$ cat config.mk
export PLATFORM = sky130hd
export DESIGN_NAME = orl_queue
export DESIGN_NICKNAME = d
export VERILOG_FILES = /design/src/rtl/orl_pkg.sv /design/src/rtl/orl_queue.sv
export SDC_FILE = /design/constraint.sdc
export NUM_CORES = 1
export LEC_CHECK = 0
export ABC_CLOCK_PERIOD_IN_PS = 7200
export BUFFER_PORTS_ARGS = -buffer_cell sky130_fd_sc_hd__buf_2
export CORE_ASPECT_RATIO = 0.75
export CORE_MARGIN = 2
export CORE_UTILIZATION = 59
export CTS_BUF_LIST = sky130_fd_sc_hd__clkbuf_4 sky130_fd_sc_hd__clkbuf_8
export CTS_CLUSTER_DIAMETER = 150
export DETAILED_ROUTE_END_ITERATION = 8
export GPL_ROUTABILITY_DRIVEN = 0
export PLACE_DENSITY = 0.82
export SYNTH_ARGS = -nofsm -noshare
export SYNTH_HDL_FRONTEND = slang
export SYNTH_SLANG_ARGS = --single-unit
$ cat constraint.sdc
create_clock -name clk -period 7.2 [get_ports clk]
set_input_delay 0.36 -clock clk [delete_from_list [all_inputs] [get_ports clk]]
set_output_delay 0.36 -clock clk [all_outputs]
set_load 0.1 [all_outputs]
$ cat src/rtl/orl_pkg.sv
`timescale 1ns / 1ps
// Shared types, constants and helpers of the relocating object loader.
package orl_pkg;

    localparam int MEM_ADDR_BITS = 16;
    localparam int MAX_MOD_BYTES = 4;
    localparam int QUEUE_DEPTH   = 4;
    localparam int QCNT_BITS     = $clog2(QUEUE_DEPTH + 1);
    localparam int QPTR_BITS     = $clog2(QUEUE_DEPTH);
    localparam int MODN_BITS     = $clog2(MAX_MOD_BYTES + 1);

    localparam logic [7:0] CH_H  = 8'h48;
    localparam logic [7:0] CH_T  = 8'h54;
    localparam logic [7:0] CH_M  = 8'h4D;
    localparam logic [7:0] CH_E  = 8'h45;
    localparam logic [7:0] CH_CR = 8'h0D;
    localparam logic [7:0] CH_LF = 8'h0A;

    localparam logic [2:0] EV_HEADER = 3'd0;
    localparam logic [2:0] EV_TEXT   = 3'd1;
    localparam logic [2:0] EV_MOD    = 3'd2;
    localparam logic [2:0] EV_END    = 3'd3;
    localparam logic [2:0] EV_READ   = 3'd4;

    localparam logic [1:0] ERR_NONE    = 2'd0;
    localparam logic [1:0] ERR_HEX     = 2'd1;
    localparam logic [1:0] ERR_RANGE   = 2'd2;
    localparam logic [1:0] ERR_MODLONG = 2'd3;

    typedef enum logic [2:0] {
        KIND_NONE,
        KIND_H,
        KIND_T,
        KIND_M,
        KIND_E
    } rec_kind_t;

    typedef enum logic [1:0] {
        CMD_READ,
        CMD_WRITE,
        CMD_EVENT
    } cmd_op_t;

    typedef enum logic [2:0] {
        B_CLEAR,
        B_IDLE,
        B_RWAIT,
        B_MRD,
        B_MACC,
        B_MWR,
        B_EMIT
    } back_state_t;

    typedef struct packed {
        cmd_op_t               op;
        logic [2:0]            ev;
        logic [23:0]           addr;
        logic [7:0]            data;
        logic                  wr_en;
        logic [MODN_BITS-1:0]  mod_n;
        logic [31:0]           offset;
        logic [23:0]           rec;
        logic [23:0]           start;
        logic [23:0]           length;
        logic [23:0]           entry;
        logic [1:0]            err;
    } cmd_t;

    // {bad, value}
    function automatic logic [4:0] hex_val(input logic [7:0] ch);
        logic [4:0] r;
        begin
            if (ch >= 8'h30 && ch <= 8'h39)
                r = {1'b0, 4'(ch - 8'h30)};
            else if (ch >= 8'h41 && ch <= 8'h46)
                r = {1'b0, 4'(ch - 8'h37)};
            else if (ch >= 8'h61 && ch <= 8'h66)
                r = {1'b0, 4'(ch - 8'h57)};
            else
                r = 5'h10;
            return r;
        end
    endfunction

    function automatic logic in_mem(input logic [23:0] a);
        return (a >> MEM_ADDR_BITS) == 24'd0;
    endfunction

endpackage

$ cat src/rtl/orl_queue.sv
`timescale 1ns / 1ps
// Short command queue between the parser and the memory engine.
module orl_queue (
    input  logic          clk,
    input  logic          rst_n,
    input  logic          push,
    input  orl_pkg::cmd_t push_cmd,
    output logic          full,
    input  logic          pop,
    output logic          not_empty,
    output orl_pkg::cmd_t head
);

    orl_pkg::cmd_t                 slot_reg [orl_pkg::QUEUE_DEPTH];
    logic [orl_pkg::QPTR_BITS-1:0] wr_ptr_reg, wr_ptr_next;
    logic [orl_pkg::QPTR_BITS-1:0] rd_ptr_reg, rd_ptr_next;
    logic [orl_pkg::QCNT_BITS-1:0] count_reg, count_next;

    assign full      = count_reg == orl_pkg::QCNT_BITS'(orl_pkg::QUEUE_DEPTH);
    assign not_empty = count_reg != '0;
    assign head      = slot_reg[rd_ptr_reg];

    always_comb
    begin
        wr_ptr_next = wr_ptr_reg;
        rd_ptr_next = rd_ptr_reg;
        count_next  = count_reg;
        if (push)
            wr_ptr_next = (wr_ptr_reg == orl_pkg::QPTR_BITS'(orl_pkg::QUEUE_DEPTH - 1))
                          ? '0 : wr_ptr_reg + 1'b1;
        if (pop)
            rd_ptr_next = (rd_ptr_reg == orl_pkg::QPTR_BITS'(orl_pkg::QUEUE_DEPTH - 1))
                          ? '0 : rd_ptr_reg + 1'b1;
        if (push && !pop)
            count_next = count_reg + 1'b1;
        else if (pop && !push)
            count_next = count_reg - 1'b1;
    end

    always_ff @(posedge clk)
    begin
        if (push)
            slot_reg[wr_ptr_reg] <= push_cmd;
    end

    always_ff @(posedge clk or negedge rst_n)
    begin
        if (!rst_n)
        begin
            wr_ptr_reg <= '0;
            rd_ptr_reg <= '0;
            count_reg  <= '0;
        end
        else
        begin
            wr_ptr_reg <= wr_ptr_next;
            rd_ptr_reg <= rd_ptr_next;
            count_reg  <= count_next;
        end
    end

endmodule

## Word-level counts from Yosys, hierarchy flattened

Memory sizes are Yosys's and may differ from the RTL's.
Cells that the tools add are included.

| storage, ports and cells | value |
|---|---|
| bits in registers | 7 |
| latch bits | 0 |
| bits in writable memories | 684 |
| ROM bits | 0 |
| input port bits | 175 |
| output and inout port bits | 173 |
| logic and storage cells | 23 |
| memories kept | 1 |

| operators by class | value |
|---|---|
| $add $sub $neg | 4 |
| multipliers | 0 |
| div/mod/pow operators | 0 |
| magnitude comparators | 0 |
| equal/unequal tests | 3 |
| shift operators | 0 |
| mux-type cells | 6 |
| bitwise gates (word level) | 0 |
| reductions and logical operators | 6 |

Memory list:

| name | depth | width | rd ports | clocked after Yosys merged registers in | wr ports | RTL line | RTL |
|---|---|---|---|---|---|---|---|
| slot_reg | 4 | 171 | 1 | 0 | 1 | orl_queue.sv:14 | `orl_pkg::cmd_t slot_reg [orl_pkg::QUEUE_DEPTH];` |

Operators with widths:

| kind | count |
|---|---|
| 2-to-1 mux 3 bit | 2 |
| adder 2 x 1 -> 2 bit, second input constant | 2 |
| == test 2 bit, second input constant | 2 |
| 2-to-1 mux 2 bit | 2 |
| adder 3 x 1 -> 3 bit, second input constant | 1 |
| == test 3 bit, second input constant | 1 |
| nonzero test 3 bit | 1 |
| subtractor 3 x 1 -> 3 bit, second input constant | 1 |
| logical AND 1 bit | 2 |
| logical NOT 1 bit | 2 |
| 2-to-1 mux 1 bit | 2 |
| nonzero test 2 bit | 1 |

## Logic depth before layout (Yosys ltp)

Gate-level depths: netlist of the first run.

| logic depth | value |
|---|---|
| depth after elaboration | 4 |
| mapped depth | 7 |
| mapped depth without buffers | 7 |

## Least setup slack after synthesis of the first run

Ideal clock, no wire load.

| timing | value |
|---|---|
| kind | flip-flop to flip-flop |
| from | reg wr_ptr_reg[0] in the netlist's numbering |
| to | mem slot_reg[2][0] in the netlist's numbering, enable pin |
| library setup time | 0.551 ns |
| arrival time | 4.524 ns |
| data required time | 6.649 ns |
| setup slack | 2.125 ns |
| cell stages (with the launch flop) | 4 |
| path buffers | 0 |
| clock period less this slack | 5.075 ns |
| path through | dfrtp_1 -> inv_1 -> ha_1 -> and2_1 |

RTL lines:

| what | RTL line | RTL |
|---|---|---|
| from (decl) | orl_queue.sv:15 | `logic [orl_pkg::QPTR_BITS-1:0] wr_ptr_reg, wr_ptr_next;` |
| from (signal assigned) | orl_queue.sv:56 | `wr_ptr_reg <= wr_ptr_next;` |
| to (decl) | orl_queue.sv:14 |  |

Straight into the memory's write port.

==> metrics.md, run 1 <==
| Metric | Value |
|---|---|
| Yosys top cell area share | `roughly 80%` |
| Biggest area consumer among synthesized cells | `edfxtp_1` |
| Most frequent cells in the layout | `edfxtp_1, buf_2, dlygate4sd3_1` |
| Final Slew Violations | `0` |
| Clock latency on the worst-skew pair | `690 ps` |
| Core area | `42000 sq um` |
| Vias post-DR | `between 10000 and 15000` |
| Fillers | `roughly 2300` |
| Worst Setup Start Kind | `register` |
| Number of global-route vias before repair | `13128` |
| MaxCap Viol Count | `0` |
| Synth Register Bits | `691` |
| Rows | `65` |
| Worst-Margin Slew | `1070 ps` |
| Cell Area, Placed | `27400 sq um` |
| Area of the die | `44200 sq um` |
| Tcrit/Tclk final | `54.5%` |
| Critical path class | `register to output pin` |
| Setup bufs post-CTS | `0` |
| Area contributors post-synth | `edfxtp_1, mux4_2, buf_6, dfrtp_1, buf_2` |
| # setup viols final | `0` |
| Pin count of the biggest net entering global routing | `between 100 and 150` |
| Mean Syn Cell Area | `27.0 sq um` |
| Worst Hold Class | `input port to asynchronous set/reset pin` |
| Drt first pass iters | `5` |
| RSZ-0062 raised after global routing | `false` |
| Peak Freq | `255 MHz` |
| Setup TNS Final | `0 ps` |
| DRC errors left | `0` |
| Cell area after layout | `31000 sq um` |
| Area Overhead vs Synth | `23.4%` |
| CTS root buffer | `clkbuf_8` |
| Global route overflow | `0` |
| Port Buf Inserts | `around 350` |
| Critical Path End Type | `output pin` |
| DIE WIDTH | `242 um` |
| Data arrival, critical path | `3560 ps` |
| Antenna violations before repair | `2` |
| Initial core utilization | `59.7%` |
| Post-synth cell types | `18` |
| Nets | `1704` |
| Min Clock Period, post-route | `3920 ps` |
| Final clock skew | `29.1 ps` |
| Clk slew on worst S/H paths | `roughly 60 ps` |
| Global-route wire length before repair | `79.1 mm` |
| DRT iter0 DRCs | `786` |
| Synthesized instance count | `930` |
| GRT Resource Usage Total | `about a quarter` |
| Post-Synthesis Cell Area | `about 25000 sq um` |
| Reg2Reg Setup Slack | `4620 ps` |
| FF-to-FF End | `slot_reg[0][137]` |
| CTS resizes | `0` |
| CP max FO | `52` |
| I/O Pins | `348` |
| Clk sink count | `691` |
| CP required | `between 6000 and 7000 ps` |
| Wire length per cell | `24.4 um` |
| Mapped Nets | `1112` |
| Register area share after synthesis | `82.5%` |
| DRT Wirelength | `roughly 53 mm` |
| Dpl hpwl | `around 28 mm` |
| Hold_buf cts | `174` |
| Clock buffer depth | `3` |
| R2r startpoint | `wr_ptr_reg[0]` |
| H-tree Lvls | `3` |
| Chip height | `between 150 and 200 um` |
| Status | `complete, no violations` |
| Final Hold Viols | `0` |
| Cts bufs inserted | `99` |
| TritonCTS clock tree | `yes` |
| Slew headroom | `28.4%` |
| Most common cell after layout, fill and taps aside | `edfxtp_1` |
| Fraction of layout cells with a size suffix above 1 | `a little over two fifths` |
| Yosys warning count | `0` |
| Drt via density | `5.68` |
| FF-to-FF path depth | `4` |
| Post-route ant nets | `0` |
| Largest register FFs | `684` |
final cells by class:
type	count	area [sq um]	area share, %
Clock inverter	31	145	0.468
Multi-Input combinational cell	197	4080	13.2
Sequential cell	691	20700	66.9
Antenna cell	4	10.0	0.0323
Tap cell	569	712	2.30
Timing Repair Buffer	529	3600	11.6
Clock buffer	142	1690	5.46
Inverter	4	15.0	0.0485
cell usage after synthesis (all sizes together):
library cell	n
mux4	171
fa	1
and2	4
nor3b	1
mux2	3
o21ai	2
nor2	3
or3	1
edfxtp	684
ha	6
inv	4
xnor2	1
buf	38
dfrtp	7
xor2	2
nand2	2
stage by stage:
step	worst slack, ps	instances	hold slack, ps	utilization, %
floorplan	2130	930	64.4	-
global placement	3870	1816	209	65.1
detailed placement	3840	1816	211	65.1
CTS	3080	2163	57.6	73.7
global route	2920	2165	77.8	73.7
finish	3280	2167	117	73.7
cell families after synthesis:
logic type               Yosys count  synth area share, %
buffers and inverters             42                 1.26
adder cells (fa/ha/maj)            7                0.379
flip-flops                       691                 82.5
AND/OR/NAND/NOR                   11                0.229
AO/OA/AOI/OAI                      2               0.0399
multiplexers                     174                 15.5
XOR/XNOR                           3                0.105
routing by layer:
layer / vias to the layer above / part of all wire, % / GRT usage (%) / routed length (um)
li1: 5245 / - / - / -
met1: 6394 / 37 / 31.0 / 19600
met2: 577 / 52 / 40.6 / 27800
met3: 97 / 7.6 / 7.16 / 4000
met4: 0 / 3.0 / 9.11 / 1610
met5: - / 0 / 0 / 0
worst max-delay path, cell delays in order (launching register included):
cell     delay [ps]
dfrtp_4         950
buf_4           910
mux4_2          630
buf_2           320
worst max-delay path by stage:
stage	startpoint	to	slack [ps]	cells past startpoint
after floorplan	wr_ptr_reg[0]	slot_reg[2][0]	2130	3
after global placement	rd_ptr_reg[0]	head[5]	3870	3
after detailed placement	rd_ptr_reg[0]	head[7]	3840	3
after CTS	rd_ptr_reg[0]	head[7]	3080	3
after global routing	rd_ptr_reg[0]	head[12]	2920	3
final	rd_ptr_reg[0]	head[29]	3280	3
Power of run 1 is left out: the tool's default activity adds up to more than one toggle a clock period on the data nets, which glitch-free logic cannot reach.
==> inputs of run 2 (changes only) <==
--- a/config.mk
+++ b/config.mk
@@ -5,16 +5,16 @@
 export SDC_FILE = /design/constraint.sdc
 export NUM_CORES = 1
 export LEC_CHECK = 0
-export ABC_CLOCK_PERIOD_IN_PS = 7200
+export ABC_CLOCK_PERIOD_IN_PS = 3600
 export BUFFER_PORTS_ARGS = -buffer_cell sky130_fd_sc_hd__buf_2
 export CORE_ASPECT_RATIO = 0.75
 export CORE_MARGIN = 2
-export CORE_UTILIZATION = 59
+export CORE_UTILIZATION = 53
 export CTS_BUF_LIST = sky130_fd_sc_hd__clkbuf_4 sky130_fd_sc_hd__clkbuf_8
 export CTS_CLUSTER_DIAMETER = 150
 export DETAILED_ROUTE_END_ITERATION = 8
 export GPL_ROUTABILITY_DRIVEN = 0
-export PLACE_DENSITY = 0.82
+export PLACE_DENSITY = 0.77
 export SYNTH_ARGS = -nofsm -noshare
 export SYNTH_HDL_FRONTEND = slang
 export SYNTH_SLANG_ARGS = --single-unit
==> constraint.sdc (replaced) <==
create_clock -name clk -period 3.6 [get_ports clk]
set_input_delay 0.18 -clock clk [delete_from_list [all_inputs] [get_ports clk]]
set_output_delay 0.18 -clock clk [all_outputs]
set_load 0.1 [all_outputs]
==> run 2 against run 1 <==
  * Worst hold slack better by 120 ps
  * Core utilization down 6.6 points
  * Design area up 1.8%
  * Clock skew down 6.1 ps
  * Critical path type unchanged
  * Critical endpoint is now head[157]
==> metrics.md, run 2 (synthesized netlist as in run 1, its figures left out) <==
| Metric | Value |
|---|---|
| Status | `complete, no violations` |
| I/O Pins | `348` |
| Slowest stage delay, CP | `920 ps` |
| Critical path's slowest cell | `dfrtp_4` |
| Initial core utilization | `53.4%` |
| Worst Hold Class | `input port to register` |
| Antenna violations before repair | `4` |
| DRC errors left | `0` |
| Clock latency on the worst-skew pair | `approximately 680 ps` |
| MaxCap Viol Count | `0` |
| Clk slew on worst S/H paths | `70 ps` |
| Setup bufs post-CTS | `0` |
| H-tree Lvls | `3` |
| Wire length per cell | `22.4 um` |
| Crit path buf inv count | `2` |
| Pin count of the biggest net entering global routing | `63` |
| DRT iter0 DRCs | `between 900 and 1000` |
| Cts bufs inserted | `101` |
| Levels on crit path | `3` |
| Worst-Margin Slew | `slightly below 800 ps` |
| Final Hold Viols | `0` |
| Rows | `69` |
| Most frequent cells in the layout | `edfxtp_1, buf_2, dlygate4sd3_1` |
| TritonCTS clock tree | `yes` |
| Chip height | `192 um` |
| Hold Path Cell Cnt | `2` |
| Final Slew Violations | `0` |
| CP max FO | `44` |
| Data arrival, critical path | `2670 ps` |
| Worst Setup Start Kind | `register` |
| Drt first pass iters | `5` |
| Area Overhead vs Synth | `25.6%` |
| GRT Resource Usage Total | `20.7%` |
| DRT Wirelength | `51.0 mm` |
| Final clock skew | `around 23 ps` |
| Setup TNS Final | `0 ps` |
| Number of global-route vias before repair | `13320` |
| Fraction of layout cells with a size suffix above 1 | `44.2%` |
| Clk sink count | `just under 700` |
| Vias post-DR | `12332` |
| Slew headroom | `48.3%` |
| FF-to-FF path depth | `4` |
| Peak Freq | `350 MHz` |
| CP required | `~3400 ps` |
| Worst slack at placement | `1430 ps` |
| Area of the die | `49100 sq um` |
| Largest register FFs | `just under 700` |
| DIE WIDTH | `255 um` |
| Critical Path End Type | `output pin` |
| Final WS setup | `746 ps` |
| Cell Area, Placed | `~28000 sq um` |
| Port Buf Inserts | `347` |
| CTS root buffer | `clkbuf_8` |
| Dpl hpwl | `29.1 mm` |
| Global route overflow | `0` |
| Nets | `about 1700` |
| Cell area after layout | `~32000 sq um` |
| Clock buffer depth | `3` |
| Global-route wire length before repair | `76.3 mm` |
| Most common cell after layout, fill and taps aside | `edfxtp_1` |
| # setup viols final | `0` |
| Tcrit/Tclk final | `between 70% and 80%` |
| Post-route ant nets | `0` |
| RSZ-0062 raised after global routing | `false` |
| Critical path class | `register to output pin` |
| Drt via density | `5.41` |
| CP top delay family | `flip-flops` |
| Cell-by-cell trace of the critical path | `buf_4 -> mux4_2 -> buf_2` |
| Core area | `47100 sq um` |
| Min Clock Period, post-route | `2850 ps` |
==> run 2: cell types whose count changed in the layout (fill, tap and decap cells not counted), sizes merged <==
cell and delta:
buf +29, bufinv +1, clkbuf +1, clkinv +9
dlygate4sd3 +1, inv +1
==> run 2: repair_timing <==
| action | in CTS | in global routing |
|---|---|---|
| resized for setup | 0 | 0 |
| hold endpoints to repair | 697 | 0 |
| hold buffers | 175 | 0 |
==> run 2: final timing paths <==
kind	startpoint	to	slack, ps
max	rd_ptr_reg[1]	head[157]	750
min	push_cmd[143]	slot_reg[2][143]	240
max reg2reg	wr_ptr_reg[0]	slot_reg[2][110]	1490
min reg2reg	count_reg[2]	count_reg[2]	510
min in group asynchronous	rst_n	rd_ptr_reg[1]	520
max in group asynchronous	rst_n	rd_ptr_reg[0]	2790
==> run 2: metal layers <==
metal	global-route usage, %	vias to the layer above	wire, um
met1	26.2	6407	20100
met5	0	-	11
met3	5.52	106	3400
li1	-	5329	-
met2	34.5	488	26000
met4	8.64	2	1480
==> run 2: layout make-up <==
class	instances	area, sq um
multi-input cells	197	4080
well taps	639	800
clock buffers	143	1720
diodes	4	10.0
inverters	4	15.0
flip-flops and latches	691	20700
clock inverters	42	239
repair buffers	559	3950
fillers	2841	15500
==> run 2: per-stage QoR <==
step                hold WS (ps)  utilization, %  cells
detailed placement          33.2            59.1   1915
global placement            30.8            59.1   1915
finish                       242            67.0   2279
CTS                          166            67.0   2275
floorplan                   -116               -    930
global route                 199            67.0   2277
Power of run 2 is left out for the same reason.
