<file path="config.mk">
export PLATFORM = sky130hd
export DESIGN_NAME = orl_front
export DESIGN_NICKNAME = d
export VERILOG_FILES = /design/src/rtl/orl_pkg.sv /design/src/rtl/orl_front.sv
export SDC_FILE = /design/constraint.sdc
export NUM_CORES = 1
export LEC_CHECK = 0
export BUFFER_PORTS_ARGS = -buffer_cell sky130_fd_sc_hd__buf_2
export CAP_MARGIN = 20
export CELL_PAD_IN_SITES_DETAIL_PLACEMENT = 1
export CELL_PAD_IN_SITES_GLOBAL_PLACEMENT = 2
export CORE_MARGIN = 10
export CORE_UTILIZATION = 34
export CTS_CLUSTER_DIAMETER = 150
export DETAILED_ROUTE_END_ITERATION = 10
export MAX_ROUTING_LAYER = met4
export PLACE_DENSITY_LB_ADDON = 0.1
export SLEW_MARGIN = 20
export SYNTH_ARGS = -nofsm -noshare
export SYNTH_HDL_FRONTEND = slang
export SYNTH_SLANG_ARGS = --single-unit
</file>
<file path="constraint.sdc">
create_clock -name clk -period 4.9 [get_ports clk]
set_input_delay 0.245 -clock clk [delete_from_list [all_inputs] [get_ports clk]]
set_output_delay 0.245 -clock clk [all_outputs]
set_load 0.03 [all_outputs]
</file>
<file path="src/rtl/orl_pkg.sv">
`timescale 1ns / 1ps
// Shared types, constants and helpers of the relocating object loader.
package orl_pkg;

    localparam int MEM_ADDR_BITS = 16;
    localparam int MAX_MOD_BYTES = 4;
    localparam int QUEUE_DEPTH   = 4;
    localparam int QCNT_BITS     = $clog2(QUEUE_DEPTH + 1);
    localparam int QPTR_BITS     = $clog2(QUEUE_DEPTH);
    localparam int MODN_BITS     = $clog2(MAX_MOD_BYTES + 1);

    localparam logic [7:0] CH_H  = 8'h48;
    localparam logic [7:0] CH_T  = 8'h54;
    localparam logic [7:0] CH_M  = 8'h4D;
    localparam logic [7:0] CH_E  = 8'h45;
    localparam logic [7:0] CH_CR = 8'h0D;
    localparam logic [7:0] CH_LF = 8'h0A;

    localparam logic [2:0] EV_HEADER = 3'd0;
    localparam logic [2:0] EV_TEXT   = 3'd1;
    localparam logic [2:0] EV_MOD    = 3'd2;
    localparam logic [2:0] EV_END    = 3'd3;
    localparam logic [2:0] EV_READ   = 3'd4;

    localparam logic [1:0] ERR_NONE    = 2'd0;
    localparam logic [1:0] ERR_HEX     = 2'd1;
    localparam logic [1:0] ERR_RANGE   = 2'd2;
    localparam logic [1:0] ERR_MODLONG = 2'd3;

    typedef enum logic [2:0] {
        KIND_NONE,
        KIND_H,
        KIND_T,
        KIND_M,
        KIND_E
    } rec_kind_t;

    typedef enum logic [1:0] {
        CMD_READ,
        CMD_WRITE,
        CMD_EVENT
    } cmd_op_t;

    typedef enum logic [2:0] {
        B_CLEAR,
        B_IDLE,
        B_RWAIT,
        B_MRD,
        B_MACC,
        B_MWR,
        B_EMIT
    } back_state_t;

    typedef struct packed {
        cmd_op_t               op;
        logic [2:0]            ev;
        logic [23:0]           addr;
        logic [7:0]            data;
        logic                  wr_en;
        logic [MODN_BITS-1:0]  mod_n;
        logic [31:0]           offset;
        logic [23:0]           rec;
        logic [23:0]           start;
        logic [23:0]           length;
        logic [23:0]           entry;
        logic [1:0]            err;
    } cmd_t;

    // {bad, value}
    function automatic logic [4:0] hex_val(input logic [7:0] ch);
        logic [4:0] r;
        begin
            if (ch >= 8'h30 && ch <= 8'h39)
                r = {1'b0, 4'(ch - 8'h30)};
            else if (ch >= 8'h41 && ch <= 8'h46)
                r = {1'b0, 4'(ch - 8'h37)};
            else if (ch >= 8'h61 && ch <= 8'h66)
                r = {1'b0, 4'(ch - 8'h57)};
            else
                r = 5'h10;
            return r;
        end
    endfunction

    function automatic logic in_mem(input logic [23:0] a);
        return (a >> MEM_ADDR_BITS) == 24'd0;
    endfunction

endpackage

</file>
<file path="src/rtl/orl_front.sv">
`timescale 1ns / 1ps
// Record parser: takes characters and read requests, issues memory commands.
module orl_front (
    input  logic                clk,
    input  logic                rst_n,
    input  logic                cfg_valid,
    output logic                cfg_ready,
    input  logic [23:0]         cfg_data,
    input  logic                in_valid,
    output logic                in_ready,
    input  logic                action,
    input  logic [7:0]          char_in,
    input  logic [23:0]         read_address,
    input  logic                q_full,
    output logic                q_push,
    output orl_pkg::cmd_t       q_cmd
);

    logic [23:0]        load_reg, load_next;
    logic [7:0]         column_reg, column_next;
    orl_pkg::rec_kind_t kind_reg, kind_next;
    logic [23:0]        accum_reg, accum_next;
    logic [23:0]        wp_reg, wp_next;
    logic [7:0]         hbc_reg, hbc_next;
    logic [4:0]         pend_reg, pend_next;
    logic [1:0]         err_reg, err_next;
    logic [23:0]        start_reg, start_next;
    logic [23:0]        length_reg, length_next;
    logic [23:0]        entry_reg, entry_next;

    assign cfg_ready = 1'b1;
    assign in_ready  = !q_full;

    always_comb
    begin
        logic [4:0]  hv;
        logic [3:0]  d;
        logic [7:0]  c;
        logic [7:0]  last;
        logic [23:0] acc;
        logic [23:0] reloc;
        load_next   = cfg_valid ? cfg_data : load_reg;
        column_next = column_reg;
        kind_next   = kind_reg;
        accum_next  = accum_reg;
        wp_next     = wp_reg;
        hbc_next    = hbc_reg;
        pend_next   = pend_reg;
        err_next    = err_reg;
        start_next  = start_reg;
        length_next = length_reg;
        entry_next  = entry_reg;
        q_push      = 1'b0;
        q_cmd       = '0;
        hv          = orl_pkg::hex_val(char_in);
        d           = hv[3:0];
        c           = column_reg;
        last        = column_reg - 8'd1;
        acc         = {accum_reg[19:0], d};
        reloc       = 24'd0;
        if (in_valid && in_ready)
        begin
            if (action)
            begin
                q_push      = 1'b1;
                q_cmd.op    = orl_pkg::CMD_READ;
                q_cmd.ev    = orl_pkg::EV_READ;
                q_cmd.addr  = read_address;
            end
            else if (char_in == orl_pkg::CH_CR)
            begin
                column_next = column_reg;
            end
            else if (char_in != orl_pkg::CH_LF)
            begin
                if (column_reg != 8'd255)
                    column_next = column_reg + 8'd1;
                if (c == 8'd0)
                begin
                    accum_next = 24'd0;
                    if (char_in == orl_pkg::CH_H)
                    begin
                        kind_next   = orl_pkg::KIND_H;
                        start_next  = 24'd0;
                        length_next = 24'd0;
                    end
                    else if (char_in == orl_pkg::CH_T)
                        kind_next = orl_pkg::KIND_T;
                    else if (char_in == orl_pkg::CH_M)
                        kind_next = orl_pkg::KIND_M;
                    else if (char_in == orl_pkg::CH_E)
                        kind_next = orl_pkg::KIND_E;
                    else
                        kind_next = orl_pkg::KIND_NONE;
                end
                else
                begin
                    unique case (kind_reg)
                        orl_pkg::KIND_H:
                        begin
                            if (c >= 8'd7 && c <= 8'd18)
                            begin
                                if (hv[4] && err_next == orl_pkg::ERR_NONE)
                                    err_next = orl_pkg::ERR_HEX;
                                accum_next = acc;
                                if (c == 8'd12)
                                begin
                                    start_next = acc;
                                    accum_next = 24'd0;
                                end
                                if (c == 8'd18)
                                begin
                                    length_next = acc;
                                    accum_next  = 24'd0;
                                end
                            end
                        end
                        orl_pkg::KIND_T, orl_pkg::KIND_M:
                        begin
                            if (hv[4] && err_next == orl_pkg::ERR_NONE
                                && (c <= 8'd8 || kind_reg == orl_pkg::KIND_T))
                                err_next = orl_pkg::ERR_HEX;
                            if (c <= 8'd6)
                            begin
                                accum_next = acc;
                                if (c == 8'd6)
                                begin
                                    reloc      = load_reg + acc - start_reg;
                                    accum_next = reloc;
                                    wp_next    = reloc;
                                end
                            end
                            else if (c <= 8'd8)
                            begin
                                if (kind_reg == orl_pkg::KIND_M)
                                    hbc_next = {hbc_reg[3:0], d};
                            end
                            else if (kind_reg == orl_pkg::KIND_T)
                            begin
                                if (pend_reg[4])
                                begin
                                    if (orl_pkg::in_mem(wp_reg))
                                    begin
                                        q_push     = 1'b1;
                                        q_cmd.op   = orl_pkg::CMD_WRITE;
                                        q_cmd.addr = wp_reg;
                                        q_cmd.data = {pend_reg[3:0], d};
                                    end
                                    else if (err_next == orl_pkg::ERR_NONE)
                                        err_next = orl_pkg::ERR_RANGE;
                                    wp_next   = wp_reg + 24'd1;
                                    pend_next = 5'd0;
                                end
                                else
                                    pend_next = {1'b1, d};
                            end
                        end
                        orl_pkg::KIND_E:
                        begin
                            if (c <= 8'd6)
                            begin
                                if (hv[4] && err_next == orl_pkg::ERR_NONE)
                                    err_next = orl_pkg::ERR_HEX;
                                accum_next = acc;
                            end
                        end
                        default:
                        begin
                            accum_next = accum_reg;
                        end
                    endcase
                end
            end
            else
            begin
                // end of line
                if (column_reg != 8'd0 && kind_reg != orl_pkg::KIND_NONE)
                begin
                    acc    = accum_reg;
                    reloc  = load_reg + accum_reg - start_reg;
                    q_cmd.op = orl_pkg::CMD_EVENT;
                    unique case (kind_reg)
                        orl_pkg::KIND_H:
                        begin
                            q_cmd.ev = orl_pkg::EV_HEADER;
                            if (last >= 8'd7 && last <= 8'd11)
                                start_next = accum_reg;
                            if (last >= 8'd13 && last <= 8'd17)
                                length_next = accum_reg;
                        end
                        orl_pkg::KIND_T:
                        begin
                            q_cmd.ev = orl_pkg::EV_TEXT;
                            if (last < 8'd6)
                                acc = reloc;
                            q_cmd.rec   = acc;
                            q_cmd.wr_en = pend_reg[4];
                            q_cmd.addr  = (last < 8'd6) ? reloc : wp_reg;
                            q_cmd.data  = {4'd0, pend_reg[3:0]};
                        end
                        orl_pkg::KIND_M:
                        begin
                            q_cmd.ev = orl_pkg::EV_MOD;
                            if (last < 8'd6)
                                acc = reloc;
                            q_cmd.rec  = acc;
                            q_cmd.addr = acc;
                            if (hbc_reg > 8'(2 * orl_pkg::MAX_MOD_BYTES))
                            begin
                                if (err_next == orl_pkg::ERR_NONE)
                                    err_next = orl_pkg::ERR_MODLONG;
                            end
                            else
                                q_cmd.mod_n = orl_pkg::MODN_BITS'((hbc_reg + 8'd1) >> 1);
                            q_cmd.offset = {8'd0, load_reg} - {8'd0, start_reg};
                        end
                        default:
                        begin
                            q_cmd.ev   = orl_pkg::EV_END;
                            entry_next = accum_reg;
                        end
                    endcase
                    q_push = 1'b1;
                    q_cmd.err = err_next;
                end
                column_next = 8'd0;
                kind_next   = orl_pkg::KIND_NONE;
                accum_next  = 24'd0;
                hbc_next    = 8'd0;
                pend_next   = 5'd0;
                err_next    = orl_pkg::ERR_NONE;
            end
            q_cmd.start  = start_next;
            q_cmd.length = length_next;
            q_cmd.entry  = entry_next;
        end
    end

    always_ff @(posedge clk or negedge rst_n)
    begin
        if (!rst_n)
        begin
            load_reg   <= 24'd0;
            column_reg <= 8'd0;
            kind_reg   <= orl_pkg::KIND_NONE;
            accum_reg  <= 24'd0;
            wp_reg     <= 24'd0;
            hbc_reg    <= 8'd0;
            pend_reg   <= 5'd0;
            err_reg    <= orl_pkg::ERR_NONE;
            start_reg  <= 24'd0;
            length_reg <= 24'd0;
            entry_reg  <= 24'd0;
        end
        else
        begin
            load_reg   <= load_next;
            column_reg <= column_next;
            kind_reg   <= kind_next;
            accum_reg  <= accum_next;
            wp_reg     <= wp_next;
            hbc_reg    <= hbc_next;
            pend_reg   <= pend_next;
            err_reg    <= err_next;
            start_reg  <= start_next;
            length_reg <= length_next;
            entry_reg  <= entry_next;
        end
    end

endmodule

</file>
# Yosys cells after proc, flatten, opt, wreduce, memory -nomap -nowiden
# Index checks and enable logic that the tools add are counted.
[totals] inputBits=62 reg_bits=170 output_inout_bits=174 elab_cells=237
[classes] magnitude_cmp=16 bitwise_logic=3 mux=134 n_reduce_logical=29 eq_ne=32 addsub=12
[op_table] cell="$mux W24" n=43
[op_table] cell="$mux W32" n=8
[op_table] cell="$mux W97" n=2
[op_table] cell="$mux W171" n=1
[op_table] cell="$pmux W24 S3" n=1
[op_table] cell="$mux W68" n=1
[op_table] cell="$mux W8" n=8
[op_table] cell="$mux W60" n=1
[op_table] cell="$mux W5" n=11
[op_table] cell="$mux W2" n=26
[op_table] cell="$add A24 B24 Y24" n=2
[op_table] cell="$pmux W24 S2" n=1
[op_table] cell="$sub A24 B24 Y24" n=2
[op_table] cell="$mux W35" n=1
[op_table] cell="$eq A8 B7 Y1 const B" n=4
[op_table] cell="$mux W29" n=1
[op_table] cell="$sub A24 B24 Y25" n=1
[op_table] cell="$add A24 B1 Y24 const B" n=1
[op_table] cell="$logic_not A24 Y1" n=1
[op_table] cell="$mux W3" n=8
[op_table] cell="$mux W1" n=19
[op_table] cell="$eq A8 B4 Y1 const B" n=2
[op_table] cell="$ge A8 B3 Y1 const B" n=2
[op_table] cell="$ge A8 B7 Y1 const B" n=2
[op_table] cell="other kinds (43)" n=77

# Longest topological paths before layout
[depth] word_depth=24 mapped_depth=19 ltp_nobuf=19

# Least setup slack after synthesis
# No wires, ideal clock.
[synth_timing] path_kind="in2reg" start="input char_in[2]" end="register accum_reg[20]" setup_ns=0.121 cell_stages=16 setup_slack_ns=0.235 arrival_time_ns=4.544 path_cell_list="clkbuf_1 -> o21bai_1 -> a2111oi_0 -> a22oi_1 -> fa_1 -> inv_1 -> fa_1 -> a21oi_1 -> o21ai_0 -> a211oi_1 -> o21a_1 -> o211ai_1 -> a21o_1 -> xnor2_1 -> a221o_1 -> a22o_1"
[synth_between] elab_chain_len=12 word_cells_on_any_way=30 cone_classes="5 x add/sub; 6 x order compare; 6 x eq/ne; 8 x mux; 1 x bitwise; 4 x reduce/logical"
[synth_rtl] element="from (decl)" line_no="orl_front.sv:12" rtl="input logic [7:0] char_in,"
[synth_rtl] element="$ge A8 B7 Y1 or $le A8 B7 Y1 (tied branches)" line_no="orl_pkg.sv:77" rtl="else if (ch >= 8'h61 && ch <= 8'h66)"
[synth_rtl] element="$logic_and A1 B1 Y1" line_no="orl_pkg.sv:77"
[synth_rtl] element="$mux W5" line_no="orl_pkg.sv:77"
[synth_rtl] element="$mux W5" line_no="orl_pkg.sv:75" rtl="else if (ch >= 8'h41 && ch <= 8'h46)"
[synth_rtl] element="$mux W5" line_no="orl_pkg.sv:73" rtl="if (ch >= 8'h30 && ch <= 8'h39)"
[synth_rtl] element="$add A24 B24 Y24" line_no="orl_front.sv:128" rtl="reloc = load_reg + acc - start_reg;"
[synth_rtl] element="$sub A24 B24 Y24" line_no="orl_front.sv:128"
[synth_rtl] element="$mux W24" line_no="orl_front.sv:126" rtl="if (c == 8'd6)"
[synth_rtl] element="$mux W24" line_no="orl_front.sv:123" rtl="if (c <= 8'd6)"
[synth_rtl] element="$pmux W24 S3" line_no="orl_front.sv:98" rtl="unique case (kind_reg)"
[synth_rtl] element="$mux W24" line_no="orl_front.sv:78" rtl="if (c == 8'd0)"
[synth_rtl] element="$mux W24" line_no="orl_front.sv:74" rtl="else if (char_in != orl_pkg::CH_LF)"
[synth_rtl] element="to (signal assigned)" line_no="orl_front.sv:260" rtl="accum_reg <= accum_next;"
[synth_rtl] element="to (decl)" line_no="orl_front.sv:22" rtl="logic [23:0] accum_reg, accum_next;"
# Several ways; a longest one is shown, not always the timed one. The select of a mux whose other input is x is not followed.
# A chain may end at the register's enable or synchronous reset.

==> metrics.md <==
| Metric | Value |
|---|---|
| Final core occ | 40.5% |
| MaxCap Viol Count | 0 |
| Vias | 16600 |
| Setup crit end | q_cmd[156] |
| 1st-iter DRT viols | 1213 |
| Initial Utilization | 34.3% |
| Final ANT Viol Nets | 0 |
| R2R Path End | accum_reg[23]$_DFFE_PN0P_ |
| WS Path Type | register to primary output |
| Finished Layout Cells | 2919 |
| Synthesized area | 0.0160 mm^2 |
| Remaining DRCs | 0 |
| Mean Syn Cell Area | 7.70 um^2 |
| Mapped Nets | 2270 |
| Fmax | 0.217 GHz |
| Setup bufs post-CTS | 0 |
| First-pass GRT wire length | 109000 um |
| Clock transition at the registers of the reported paths | 0.07 ns |
| P_leak | 9.46 nW |
| # diodes | 0 |
| Tmin final | 4.61 ns |
| Htree depth | 4 |
| Register-to-Register Path Depth | 13 |
| Initial antenna violation count | 1 |
| Clock sinks | 170 |
| Critical Path, Cell by Cell | inv_1 > fa_1 > inv_1 > fa_1 > a211oi_2 > o21bai_1 > a21oi_2 > o21ai_0 > a21o_1 > a21oi_1 > nor2b_1 > o311ai_0 > buf_4 > o21ai_0 > buf_2 |
| Setup violations, final | 0 |
| Slew HR | 27.7% |
| Worst setup EP type | primary output |
| Slowest Stage Delay on Critical Path | 0.55 ns |
| Main synth FF type | dfrtp_1 |
| Final HPWL DP | 55000 um |
| FF-to-FF Start | load_reg[1]$_DFFE_PN0P_ |
| Io pins | 236 |
| Via/cell ratio | 5.67 |
| Status | completed |
| Number of synthesized flops with an enable pin | 0 |
| Post-Route Skew | 0.0102 ns |
| CP delay by family, top | compound AO/OA/AOI/OAI gates |
| Worst setup SP type | register |
| Drt pass-1 iters | 7 |
| Critical path launch point | load_reg[1]$_DFFE_PN0P_ |
| CTS tree | yes |
| Avg WL per Cell | 24.6 um |
| Total GRT Usage | 25.9% |
| Req. time, crit path | 4.66 ns |
| Gr ovfl total | 0 |
| Data arrival, critical path | 4.37 ns |
| VDD IR max | 0.000223 V |
| Layout cells sized above 1 | 17.3% |
| CTS buffer count | 17 |
| Tightest Hold Check Type | input port to register |
| NumNets Final | 2494 |
| Horiz. Die Dim | 237 um |
| Die area | 0.0561 mm^2 |
| Max stage delay cell, worst path | fa_1 |
| Pins Over Slew Limit | 0 |
| Die Y | 237 um |
| Vias in the first global route | 17200 |
| Sum Neg Setup Slack | 0 ns |
| Maximum root-to-sink buffer count | 2 |
| Crit-path max FO | 3 |
| Distinct cell type count after synthesis | 79 |
| Dpl cells | 2862 |
| Area growth, synth to finish | 18.2% |
| YS warnings | 0 |
| Pwr/cell area | 308 mW/mm^2 |
| Commonest cells after routing, fill and taps aside | 292 x nand2_1, 233 x buf_2, 222 x inv_1 |
| Stages on the worst setup path | 15 |
| Tcrit/Tclk final | 94.2% |
| Final hold violation count | 0 |
| Mapped Cells | 2076 |
| Largest net degree at the start of global routing | 98 |
| Root buffer cell | clkbuf_16 |
| Worst reg-to-reg setup slack | 1.08 ns |
| FFs w/ async S/R, synth | 100% |
| Buf/Inv on CP | 4 |
| Clk_lat worst skew | 0.48 ns |
| Routability cong. | 0.923 |
| Most common cell after layout, fill and taps aside | nand2_1 |
| Sequential share of the synthesized area | 26.6% |
| Number of synthesized register bits | 170 |
| RSZ-0062 raised after global routing | false |
| Total length of routed wires | 71900 um |
| Core Area | 0.0466 mm^2 |
| Slew @ Worst Pin | 1.08 ns |
| Number of port buffers | 234 |
| Core Rows | 79 |
## final cells by class
| cell class | instances | area, um^2 |
|---|---|---|
| fillers | 5737 | 27700 |
| multi-input cells | 1553 | 10400 |
| flip-flops and latches | 170 | 4260 |
| repair buffers | 336 | 2030 |
| inverters | 222 | 833 |
| well taps | 607 | 759 |
| clock buffers | 21 | 450 |
| clock inverters | 10 | 145 |
## per-stage QoR
step | instance area (um^2) | power, mW | setup WS [ns] | hold slack, ns
finish | 18900 | 5.82 | 0.285 | 0.0168
global route | 18900 | 6.18 | 0.0135 | 0.0197
CTS | 18900 | 5.81 | 0.0567 | 0.000960
detailed placement | 18000 | 4.30 | -0.0386 | 0.376
global placement | 18000 | 4.27 | 0.0168 | 0.358
floorplan | 16000 | 3.34 | 0.235 | -0.0506
## cells in the mapped netlist (all sizes together) (21+ instances only)
cell type  count  area, um^2
mux2          32         360
inv          222         833
ha            85        1060
and3          23         144
xnor2         42         368
a21oi        188         952
buf           33         194
o21ai        136         681
clkbuf        98         368
nor3          36         224
o31ai         22         165
a21o          95         713
nand2        294        1110
dfrtp        170        4250
xor2          21         184
a22oi         55         413
fa            47         941
nand3         41         215
nor2         147         559
## worst min-delay path by stage
stage	from	endpoint	slack [ns]	cells after the start
after floorplan	rst_n	accum_reg[0]$_DFFE_PN0P_	-0.05	0
after CTS	cfg_data[13]	load_reg[13]$_DFFE_PN0P_	0.001	3
after detailed placement	rst_n	length_reg[6]$_DFFE_PN0P_	0.38	1
after global routing	cfg_data[13]	load_reg[13]$_DFFE_PN0P_	0.02	3
after global placement	rst_n	length_reg[6]$_DFFE_PN0P_	0.36	1
final	cfg_data[13]	load_reg[13]$_DFFE_PN0P_	0.02	3
## worst min-delay path: cells and delay by family
family	cells	cell delay (ns)
buffers and inverters	1	0.07
AOI/OAI and AO/OA	1	0.08
and+or+nand+nor	1	0.05
## layer usage
layer	vias to the layer above	global-route usage, %	wire, um
met4	0	8.32	2180
met2	512	40.5	33000
met5	-	-	0
li1	7648	-	-
met1	8306	33.4	32800
met3	93	4.48	3850
## cells by family after synthesis
family / count (synthesis) / synth area share (%)
AOI/OAI and AO/OA: 670 / 26.9
DFF: 170 / 26.6
adders and majority gates: 132 / 12.5
and+or+nand+nor: 638 / 18.4
buffers and inverters: 353 / 8.73
muxes: 49 / 3.32
other: 1 / 0.0235
xor gates and xnor gates: 63 / 3.45
## where the power goes
part / internal [mW] / switching (mW)
Combinational: 0.935 / 1.86
Clock: 0.814 / 0.652
Sequential: 1.45 / 0.104
## what timing repair did
action,4_1_cts,5_1_grt
hold endpoints to repair,97,0
hold buffers,25,0
gates resized for setup,0,6
setup endpoints to repair,0,19
No activity file was read; power rests on OpenSTA's default activity.
